## config.mk

```make
export PLATFORM = sky130hd
export DESIGN_NAME = top_key_retention_cache
export DESIGN_NICKNAME = d
export VERILOG_FILES = /design/src/tkrc_pkg.sv /design/src/tkrc_store.sv /design/src/tkrc_cmp.sv /design/src/top_key_retention_cache.sv
export SDC_FILE = /design/constraint.sdc
export NUM_CORES = 1
export LEC_CHECK = 0
export ABC_AREA = 1
export BUFFER_PORTS_ARGS = -buffer_cell sky130_fd_sc_hd__buf_2
export CAP_MARGIN = 25
export CORE_AREA = 2 2 319 321
export DETAILED_ROUTE_END_ITERATION = 16
export DIE_AREA = 0 0 321 323
export SLEW_MARGIN = 20
export SYNTH_ARGS = -nofsm -noshare
export SYNTH_HDL_FRONTEND = slang
export SYNTH_HIERARCHICAL = 1
export SYNTH_SLANG_ARGS = --single-unit
```

## constraint.sdc

```tcl
create_clock -name clk_i -period 6.85 [get_ports clk_i]
set_clock_uncertainty 0.2 [all_clocks]
set_input_delay 1.37 -clock clk_i [delete_from_list [all_inputs] [get_ports clk_i]]
set_output_delay 1.37 -clock clk_i [all_outputs]
set_load 0.03 [all_outputs]
```

## src/tkrc_pkg.sv

```systemverilog
// types and constants of the key retention cache
`timescale 1ns / 1ps

package tkrc_pkg;

  // field widths and defaults
  localparam int unsigned KEY_BITS    = 32;
  localparam int unsigned HANDLE_BITS = 16;
  localparam int unsigned ENTRIES     = 16;
  localparam int unsigned CAP_BITS    = 5;
  localparam logic [CAP_BITS-1:0] CAP_RESET = 5'd16;
  // slot numbers carried in status structs, wide enough for 256 entries
  localparam int unsigned SLOT_W      = 8;

  typedef enum logic {
    OP_LOOKUP = 1'b0,
    OP_FILL   = 1'b1
  } op_e;

  typedef enum logic [1:0] {
    FILL_ADDED    = 2'd0,
    FILL_REPLACED = 2'd1,
    FILL_DROPPED  = 2'd2,
    FILL_PRESENT  = 2'd3
  } fill_action_e;

  typedef enum logic [1:0] {
    ST_IDLE,
    ST_SCAN,
    ST_DRAIN,
    ST_FINISH
  } state_e;

  typedef struct packed {
    op_e                    operation;
    logic [KEY_BITS-1:0]    key_id;
    logic [HANDLE_BITS-1:0] fill_handle;
  } req_t;

  typedef struct packed {
    logic                   hit;
    logic [HANDLE_BITS-1:0] handle_out;
    fill_action_e           fill_action;
    logic [KEY_BITS-1:0]    evicted_key;
  } res_t;

  // one entry read back from the store
  typedef struct packed {
    logic                   vld;
    logic [SLOT_W-1:0]      slot;
    logic                   valid;
    logic [KEY_BITS-1:0]    key;
    logic [HANDLE_BITS-1:0] handle;
  } rd_t;

  // running scan results of the compare unit
  typedef struct packed {
    logic                   found;
    logic [HANDLE_BITS-1:0] found_handle;
    logic                   min_ok;
    logic [SLOT_W-1:0]      min_slot;
    logic [KEY_BITS-1:0]    min_key;
    logic                   free_ok;
    logic [SLOT_W-1:0]      free_slot;
  } scan_t;

endpackage

```

## src/tkrc_store.sv

```systemverilog
// entry store: key and handle memory with valid flags
`timescale 1ns / 1ps

module tkrc_store #(
  parameter int unsigned ENTRIES = tkrc_pkg::ENTRIES,
  localparam int unsigned IDX_W  = (ENTRIES > 1) ? $clog2(ENTRIES) : 1
) (
  input  logic                             clk_i,
  input  logic                             rst_ni,
  input  logic                             rd_en_i,
  input  logic [IDX_W-1:0]                 rd_addr_i,
  output tkrc_pkg::rd_t                    rd_o,
  input  logic                             wr_en_i,
  input  logic [IDX_W-1:0]                 wr_addr_i,
  input  logic [tkrc_pkg::KEY_BITS-1:0]    wr_key_i,
  input  logic [tkrc_pkg::HANDLE_BITS-1:0] wr_handle_i
);

  localparam int unsigned WORD_W = tkrc_pkg::KEY_BITS + tkrc_pkg::HANDLE_BITS;

  logic [WORD_W-1:0]      mem [ENTRIES];
  logic [ENTRIES-1:0]     valid_q;
  logic [WORD_W-1:0]      word_q;
  logic                   rd_vld_q;
  logic                   rd_valid_q;
  logic [IDX_W-1:0]       rd_idx_q;

  // memory write port
  always_ff @(posedge clk_i) begin
    if (wr_en_i) begin
      mem[wr_addr_i] <= {wr_key_i, wr_handle_i};
    end
  end

  // registered read port
  always_ff @(posedge clk_i) begin
    if (rd_en_i) begin
      word_q     <= mem[rd_addr_i];
      rd_idx_q   <= rd_addr_i;
      rd_valid_q <= valid_q[rd_addr_i];
    end
  end

  // valid flags, cleared by reset, set on every write
  always_ff @(posedge clk_i or negedge rst_ni) begin
    if (!rst_ni) begin
      valid_q  <= '0;
      rd_vld_q <= 1'b0;
    end else begin
      rd_vld_q <= rd_en_i;
      if (wr_en_i) begin
        valid_q[wr_addr_i] <= 1'b1;
      end
    end
  end

  assign rd_o.vld    = rd_vld_q;
  assign rd_o.slot   = tkrc_pkg::SLOT_W'(rd_idx_q);
  assign rd_o.valid  = rd_valid_q;
  assign rd_o.key    = word_q[WORD_W-1:tkrc_pkg::HANDLE_BITS];
  assign rd_o.handle = word_q[tkrc_pkg::HANDLE_BITS-1:0];

endmodule

```

## src/tkrc_cmp.sv

```systemverilog
// shared compare unit: match, minimum and free slot over the scan
`timescale 1ns / 1ps

module tkrc_cmp (
  input  logic                          clk_i,
  input  logic                          rst_ni,
  input  logic                          clr_i,
  input  logic [tkrc_pkg::KEY_BITS-1:0] key_i,
  input  tkrc_pkg::rd_t                 rd_i,
  output tkrc_pkg::scan_t               scan_o
);

  tkrc_pkg::scan_t scan_q, scan_d;
  logic            key_eq;
  logic            key_lt;

  // the one comparator pair, fed one entry per cycle
  assign key_eq = (rd_i.key == key_i);
  assign key_lt = (rd_i.key < scan_q.min_key);

  // fold the current entry into the running result
  always_comb begin
    scan_d = scan_q;
    if (clr_i) begin
      scan_d.found   = 1'b0;
      scan_d.min_ok  = 1'b0;
      scan_d.free_ok = 1'b0;
    end else if (rd_i.vld) begin
      if (rd_i.valid) begin
        // first matching entry wins
        if (key_eq && !scan_q.found) begin
          scan_d.found        = 1'b1;
          scan_d.found_handle = rd_i.handle;
        end
        // strictly smaller key replaces, so ties keep the lowest slot
        if (!scan_q.min_ok || key_lt) begin
          scan_d.min_ok   = 1'b1;
          scan_d.min_slot = rd_i.slot;
          scan_d.min_key  = rd_i.key;
        end
      end else if (!scan_q.free_ok) begin
        scan_d.free_ok   = 1'b1;
        scan_d.free_slot = rd_i.slot;
      end
    end
  end

  // running scan register
  always_ff @(posedge clk_i or negedge rst_ni) begin
    if (!rst_ni) begin
      scan_q <= '0;
    end else begin
      scan_q <= scan_d;
    end
  end

  assign scan_o = scan_q;

endmodule

```

## src/top_key_retention_cache.sv

```systemverilog
// top level of the key retention cache: sequencer, config and result register
//
//   channel   signals                     transfer when
//   --------  --------------------------  ---------------------
//   request   start, busy, req_i          start high, busy low
//   result    done_o, res_o               done_o high (one cycle)
//   config    cfg_we_i, cfg_wdata_i       cfg_we_i high
//
// busy is high from the accepting edge through the scan, drain and write-back states:
// one read a cycle into the shared compare unit, then a drain state and the write-back.
// done_o pulses in the next cycle with busy low; no new item is taken while busy is high.
// reset clears the valid flags and the count, and capacity returns to 16.
// done_o lasts one cycle and res_o holds until the next result; the receiver cannot stall.
`timescale 1ns / 1ps

module top_key_retention_cache #(
  parameter int unsigned ENTRIES = tkrc_pkg::ENTRIES
) (
  input  logic                          clk_i,
  input  logic                          rst_ni,
  input  logic                          start,
  output logic                          busy,
  input  tkrc_pkg::req_t                req_i,
  output logic                          done_o,
  output tkrc_pkg::res_t                res_o,
  input  logic                          cfg_we_i,
  input  logic [tkrc_pkg::CAP_BITS-1:0] cfg_wdata_i
);

  localparam int unsigned IDX_W = (ENTRIES > 1) ? $clog2(ENTRIES) : 1;
  localparam int unsigned CNT_W = $clog2(ENTRIES + 1);
  localparam int unsigned CMP_W = (CNT_W > tkrc_pkg::CAP_BITS) ? CNT_W : tkrc_pkg::CAP_BITS;

  tkrc_pkg::state_e              state_q, state_d;
  logic [IDX_W-1:0]              idx_q, idx_d;
  logic [CNT_W-1:0]              cnt_q, cnt_d;
  logic [tkrc_pkg::CAP_BITS-1:0] cap_q;
  tkrc_pkg::req_t                req_q;
  tkrc_pkg::res_t                res_q, res_d;
  logic                          done_q, done_d;

  logic                          accept;
  logic                          rd_en;
  logic                          cmp_clr;
  logic                          wr_en;
  logic [IDX_W-1:0]              wr_addr;
  logic [CMP_W-1:0]              cap_eff;
  logic                          room;
  tkrc_pkg::rd_t                 rd;
  tkrc_pkg::scan_t               scan;

  assign accept = start && !busy;

  // capacity saturated to the table size
  assign cap_eff = (CMP_W'(cap_q) > CMP_W'(ENTRIES)) ? CMP_W'(ENTRIES) : CMP_W'(cap_q);
  assign room    = (CMP_W'(cnt_q) < cap_eff) && scan.free_ok;

  tkrc_store #(
    .ENTRIES (ENTRIES)
  ) u_store (
    .clk_i       (clk_i),
    .rst_ni      (rst_ni),
    .rd_en_i     (rd_en),
    .rd_addr_i   (idx_q),
    .rd_o        (rd),
    .wr_en_i     (wr_en),
    .wr_addr_i   (wr_addr),
    .wr_key_i    (req_q.key_id),
    .wr_handle_i (req_q.fill_handle)
  );

  tkrc_cmp u_cmp (
    .clk_i  (clk_i),
    .rst_ni (rst_ni),
    .clr_i  (cmp_clr),
    .key_i  (req_q.key_id),
    .rd_i   (rd),
    .scan_o (scan)
  );

  // sequencer: scan, drain, decide
  always_comb begin
    state_d = state_q;
    idx_d   = idx_q;
    cnt_d   = cnt_q;
    res_d   = res_q;
    done_d  = 1'b0;
    rd_en   = 1'b0;
    cmp_clr = 1'b0;
    wr_en   = 1'b0;
    wr_addr = scan.free_slot[IDX_W-1:0];
    unique case (state_q)
      tkrc_pkg::ST_IDLE: begin
        if (start) begin
          cmp_clr = 1'b1;
          idx_d   = '0;
          state_d = tkrc_pkg::ST_SCAN;
        end
      end
      tkrc_pkg::ST_SCAN: begin
        rd_en = 1'b1;
        idx_d = idx_q + IDX_W'(1);
        if (idx_q == IDX_W'(ENTRIES - 1)) begin
          idx_d   = '0;
          state_d = tkrc_pkg::ST_DRAIN;
        end
      end
      tkrc_pkg::ST_DRAIN: begin
        state_d = tkrc_pkg::ST_FINISH;
      end
      tkrc_pkg::ST_FINISH: begin
        done_d            = 1'b1;
        state_d           = tkrc_pkg::ST_IDLE;
        res_d.hit         = 1'b0;
        res_d.handle_out  = '0;
        res_d.fill_action = tkrc_pkg::FILL_ADDED;
        res_d.evicted_key = '0;
        if (req_q.operation == tkrc_pkg::OP_LOOKUP) begin
          if (scan.found) begin
            res_d.hit        = 1'b1;
            res_d.handle_out = scan.found_handle;
          end
        end else if (scan.found) begin
          res_d.fill_action = tkrc_pkg::FILL_PRESENT;
        end else if (room) begin
          // add into the lowest free slot
          wr_en             = 1'b1;
          cnt_d             = cnt_q + CNT_W'(1);
          res_d.fill_action = tkrc_pkg::FILL_ADDED;
        end else if (scan.min_ok && (scan.min_key < req_q.key_id)) begin
          // replace the smallest key
          wr_en             = 1'b1;
          wr_addr           = scan.min_slot[IDX_W-1:0];
          res_d.fill_action = tkrc_pkg::FILL_REPLACED;
          res_d.evicted_key = scan.min_key;
        end else begin
          res_d.fill_action = tkrc_pkg::FILL_DROPPED;
        end
      end
      default: begin
        state_d = tkrc_pkg::ST_IDLE;
      end
    endcase
  end

  // control registers
  always_ff @(posedge clk_i or negedge rst_ni) begin
    if (!rst_ni) begin
      state_q <= tkrc_pkg::ST_IDLE;
      idx_q   <= '0;
      cnt_q   <= '0;
      cap_q   <= tkrc_pkg::CAP_RESET;
      done_q  <= 1'b0;
    end else begin
      state_q <= state_d;
      idx_q   <= idx_d;
      cnt_q   <= cnt_d;
      done_q  <= done_d;
      if (cfg_we_i) begin
        cap_q <= cfg_wdata_i;
      end
    end
  end

  // request capture and result register
  always_ff @(posedge clk_i) begin
    if (accept) begin
      req_q <= req_i;
    end
    res_q <= res_d;
  end

  assign busy   = (state_q != tkrc_pkg::ST_IDLE);
  assign done_o = done_q;
  assign res_o  = res_q;

endmodule

```

==> results.md, run 1 <==
* Length in cells of the worst reg-to-reg path at 14
* Count of antenna-violating nets left after detailed routing at 0
* Total of buffers placed on input and output ports at 110
* Weighted congestion reported at the end of routability-driven placement at 0.8862
* Clock network latency to the later pin of the worst-skew pair at 690 ps
* Number of antenna violations at the first check in global routing at 1
* Synthesized Nets at 4,307
* Final routed wirelength across all metal layers at 115.7 mm
* Placeable core region at 100,700 um2
* Unrepaired setup endpoints after global routing: no
* First-pass GRT wire length at 172.2 mm
* Pre-antenna DRT Iters at 5
* Detailed placer's ending HPWL at 63.27 mm
* Type of the worst setup path: register to register
* Yosys warning total at 6
* Clk buf depth at 3
* Data arrival time of the critical path at 4960 ps
* Final Slew Violations at 0
* Multi-input combinational cell area at 10,410 um2
* Number of cell rows at 117
* Endpoint kind of the worst setup timing path: register
* Pin count of the biggest net entering global routing at 169
* CTS tree: built
* Area used by sequential logic in the layout at 30,000 um2
* Max-slew headroom at the worst pin at 0.2452
* Number of buffers created by CTS at 104
* Area after detailed placement at 46,050 um2
* H-tree levels at 3
* Syn_area_per_cell at 10.62 um2
* Final Setup Violations at 0
* Finished Cell Area at 49,630 um2
* Vias in the first global route at 27,065
* Horizontal die dimension at 321 um
* Vertical die dimension at 323 um
* Total vias in the final route at 28,932
* Resized Gates After CTS at 0
* Total DRC errors in the routed layout at 0
* Ratio of cells with drive above 1 in the final layout at 0.08984
* Total die area at 103,700 um2
* TritonCTS Sinks at 1,014
* Worst-Margin Slew at 1130 ps
* Top library cells by usage in the layout, fill and taps aside: 1,248 x nand2_1, 921 x edfxtp_1, 756 x inv_1
* Wirelength per Cell at 20.43 um
* Number of instances in the synthesized netlist at 4,177
* Number of maximum-capacitance constraint violations at 0
* Launch point of the worst reg-to-reg path: req_q[19]
* Clock Pin Slew Worst Setup and Hold Paths at 60 ps
* Required time reported for the critical path endpoint at 6990 ps
* Routed via count divided by cell count at 5.110
* Synthesized cell area at 44,350 um2
* Crit path time final at 4819 ps
* Share of the clock period used by the worst path at 0.7036
* Buffer cell driving the clock tree root: clkbuf_16
* Capture point of the worst reg-to-reg path: u_store/mem[13][15]
* Power per standard cell area at 389.2 nW/um2
* Result of the run: completed
* Type of the worst min-delay path: register to register
* Detailed Route Iter0 Violations at 3,147
* Global routing usage summed across all routing layers at 0.2226
* Critical path peak fanout at 22
* Number of buffers inserted to repair setup after CTS at 0
* NumNets Final at 4,392
* Setup total negative slack at 0 ps
* Cts-stage hold buffer count at 0
* Launch point of the worst path: req_q[19]
* Area Growth Syn to Fin at 11.90%
* Maximum VDD drop at 0.2761 mV
* Reported leakage power at 0.02129 uW
* Hold Worst Slack at 259.3 ps
* Leading cell type in the layout, fill and taps excluded: nand2_1
* Startpoint type of the worst setup path: register
* Maximum frequency from static timing analysis at 0.2075 GHz
* Number of ports placed on the die boundary at 111
* Reg2Reg Setup Slack at 2030 ps
* Critical Path End: u_store/mem[13][15]
* Effective utilization at floorplan at 0.4403
* Final-layout fill cell count at 8,931
* Count of final hold-check violations at 0
* Overflow left after global routing at 0
## final cells by class
type / count / area share
antenna: 1 / 0.00005043
clock buffer: 131 / 0.05670
clock inverter: 65 / 0.01419
inverter: 763 / 0.05814
multi-input combinational: 2217 / 0.2097
sequential: 1014 / 0.6045
tap: 1309 / 0.03300
timing repair buffer: 162 / 0.02365
## metrics by stage
| step | power, uW | utilization | cells | setup slack, ps |
|---|---|---|---|---|
| 2_1_floorplan | 12050 | - | 4177 | 1386 |
| 4_1_cts | 19420 | 0.4921 | 5659 | 2099 |
| 6_report | 19320 | 0.4927 | 5662 | 2031 |
| 3_5_place_dp | 13610 | 0.4572 | 5463 | 2088 |
| 3_3_place_gp | 13540 | 0.4567 | 5461 | 2196 |
| 5_1_grt | 20360 | 0.4927 | 5661 | 1799 |
## state kept, by name, summed over array words and instances, names as in the netlist, 5 cells and up
register	count
u_store/mem	768
u_cmp/scan_o	59
res_o	51
req_q	49
u_store/word_q	48
u_store/valid_q	16
cap_q	5
cnt_q	5
## power breakdown
part	internal, uW	switching [uW]
Combinational	1500	3690
Sequential	7640	687
Clock	3370	2430
## critical path, stage by stage, from the launching register on
cell and delay [ps]:
edfxtp_1 790, inv_1 100, ha_1 330, a21oi_1 150, nand2_1 100, nand2_1 70
nand2_1 60, nand2_1 60, nand2_1 160, a21oi_4 280, nand4_1 120, nand2_1 150
nand3_1 440, nor2_4 990, buf_4 450
## worst min path at each step
stage                              from                  end  slack [ps]  cells after the start
floorplan           u_store/valid_q[14]  u_store/valid_q[14]         230                      2
global placement     u_store/valid_q[1]   u_store/valid_q[1]         250                      2
detailed placement   u_store/valid_q[0]   u_store/valid_q[0]         250                      2
CTS                  u_store/valid_q[0]   u_store/valid_q[0]         260                      2
global route         u_store/valid_q[0]   u_store/valid_q[0]         280                      2
finish              u_store/valid_q[12]  u_store/valid_q[12]         260                      2
## per-layer routing
metal | track usage | up-vias | wire length, um
met3 | 0.03005 | 175 | 8552
met1 | 0.3199 | 13999 | 50890
met2 | 0.3525 | 1038 | 53110
li1 | - | 13718 | -
met5 | 0 | - | 13
met4 | 0.06916 | 2 | 3119
(Power assumes the default switching activity.)
==> inputs of run 2 (changes only) <==
clock period = 4.5 ns   (was 6.85 ns; I/O delays follow)
==> results.md, run 2 (synthesis results as in run 1) <==
* Result of the run: completed
* Global routing usage summed across all routing layers at 0.2264 (+0.003829)
* Overflow left after global routing at 0 (unchanged)
* Final Slew Violations at 0 (unchanged)
* Worst-Margin Slew at 1119 ps (-10.32 ps)
* Launch point of the worst path: req_q[42]
* Capture point of the worst reg-to-reg path: u_store/mem[0][3]
* Post-layout instance count excluding filler cells at 5,709 (+0.83%)
* Layout Utilization at 0.4967 (+0.003938)
* Share of the clock period used by the worst path at 0.8505 (+0.1469)
* Pre-antenna DRT Iters at 5 (unchanged)
* Clock network latency to the later pin of the worst-skew pair at 670 ps (-20 ps)
* Leading cell type in the layout, fill and taps excluded: nand2_1
* Crit path time final at 3827 ps (-992.3 ps)
* Maximum frequency from static timing analysis at 0.2613 GHz (+26%)
* NumNets Final at 4,436 (+1.0%)
* Number of cell rows at 117 (unchanged)
* Detailed Route Iter0 Violations at 2,678 (-15%)
* First-pass GRT wire length at 176.0 mm (+2.2%)
* Maximum VDD drop at 0.4749 mV (+72%)
* Reg with most FFs: u_store/mem
* Number of antenna violations at the first check in global routing at 7 (+6)
* Cell count after placement at 5,507 (+0.81%)
* Pin count of the biggest net entering global routing at 175 (+3.6%)
* Required time reported for the critical path endpoint at 4670 ps (-2320 ps)
* Flip-flop count of the largest register after layout at 768 (unchanged)
* Number of maximum-capacitance constraint violations at 0 (unchanged)
* Data arrival time of the critical path at 4000 ps (-960 ps)
* Total DRC errors in the routed layout at 0 (unchanged)
* Endpoint kind of the worst setup timing path: register
* Total of buffers placed on input and output ports at 110 (unchanged)
* Setup total negative slack at 0 ps (unchanged)
* Reported leakage power at 0.02149 uW (+0.98%)
* Detailed placer's ending HPWL at 67.46 mm (+6.6%)
* Routed via count divided by cell count at 5.121 (+0.23%)
* Placeable core region at 100,700 um2 (unchanged)
* Final Setup Violations at 0 (unchanged)
* Clk buf depth at 3 (unchanged)
* Max-slew headroom at the worst pin at 0.2539 (+0.008669)
* Power per standard cell area at 588.8 nW/um2 (+51%)
* Critical path peak fanout at 18 (-18%)
* Met3 Resource Use GR at 0.03644 (+0.006386)
* Clock Pin Slew Worst Setup and Hold Paths at 60 ps (about the same)
* TritonCTS Sinks at 1,014 (unchanged)
* H-tree levels at 3 (unchanged)
* Launch point of the worst reg-to-reg path: req_q[42]
* Ratio of cells with drive above 1 in the final layout at 0.09777 (+0.007928)
* Total die area at 103,700 um2 (unchanged)
* Met1 Use GR at 0.3142 (-0.005718)
* Type of the worst min-delay path: primary input to asynchronous set/reset pin
* Global route hottest layer: met2
* CTS tree: built
* Startpoint type of the worst setup path: register
* Power, Total at 29,450 uW (+52%)
* Count of antenna-violating nets left after detailed routing at 0 (unchanged)
* Area Growth Syn to Fin at 12.79%
* Number of buffers inserted to repair setup after CTS at 0 (unchanged)
* Type of the worst setup path: register to register
* Buffer cell driving the clock tree root: clkbuf_16
* Total vias in the final route at 29,238 (+1.1%)
* Unrepaired setup endpoints after global routing: no
* Resized Gates After CTS at 0 (unchanged)
* Length in cells of the worst reg-to-reg path at 15 (+1)
* Critical Path End: u_store/mem[0][3]
* Horizontal die dimension at 321 um (unchanged)
* Final routed wirelength across all metal layers at 117.6 mm (+1.7%)
* Count of final hold-check violations at 0 (unchanged)
* Cts-stage hold buffer count at 0 (unchanged)
* Effective utilization at floorplan at 0.4403 (unchanged)
* Number of buffers created by CTS at 106 (+1.9%)
* Fraction of met2 tracks used by global routing at 0.3595 (+0.007007)
* Vertical die dimension at 323 um (unchanged)
* Top library cells by usage in the layout, fill and taps aside: 1,248 x nand2_1, 921 x edfxtp_1, 756 x inv_1
* Number of ports placed on the die boundary at 111 (unchanged)
* Wirelength per Cell at 20.60 um (+0.82%)
* Weighted congestion reported at the end of routability-driven placement at 0.8414 (-5.1%)
* Reg2Reg Setup Slack at 670 ps (-1360 ps)
* Hold Worst Slack at 82.86 ps (-176.5 ps)
* Vias in the first global route at 27,872 (+3.0%)
[run 2: how the worst min path moves through the flow]
stage / endpoint / slack (ps)
floorplan: u_store/valid_q[14] / 230
detailed placement: u_store/valid_q[6] / 250
CTS: u_cmp/scan_o[9] / 90
finish: u_cmp/scan_o[18] / 80
global placement: u_store/valid_q[10] / 240
global route: u_cmp/scan_o[9] / 120
[run 2: area by class of cell]
cell class,count,area [um2]
Inverter,763,2885
Antenna cell,2,5.005
Multi-Input combinational cell,2217,10420
Timing Repair Buffer,204,1634
Sequential cell,1014,30000
Fill cell,9012,50690
Tap cell,1309,1638
Clock buffer,143,2945
Clock inverter,57,496.7
[run 2: layer usage]
metal  vias up  share of wire
met5         -              0
met4         0          0.039
met3       233          0.068
met2      1056           0.45
met1     14136           0.44
li1      13813              -
[run 2: where the power goes]
| part | switching [uW] | leakage [uW] | internal, uW |
|---|---|---|---|
| clock | 3660 | 0.00169 | 5000 |
| combinational | 5870 | 0.0103 | 2400 |
| sequential | 888 | 0.00954 | 11600 |
[run 2: stage by stage]
stage	area, um2	worst slack (ps)
after floorplan	44390	-227.3
after global placement	46570	650.0
after detailed placement	46570	669.4
after CTS	50020	661.7
after global routing	50020	361.2
final	50020	672.9
[run 2: critical path: stages (launching register included)]
cell and delay, ps:
edfxtp_1 320, buf_4 290, inv_1 90, ha_1 300
nand2_1 70, o21ai_1 90, a21oi_1 190, nand2_1 70
nor2_1 150, nand4_1 210, nand2_1 110, nand2_1 110
nor2_1 100, nand2_1 300, nor2_4 590, buf_4 310
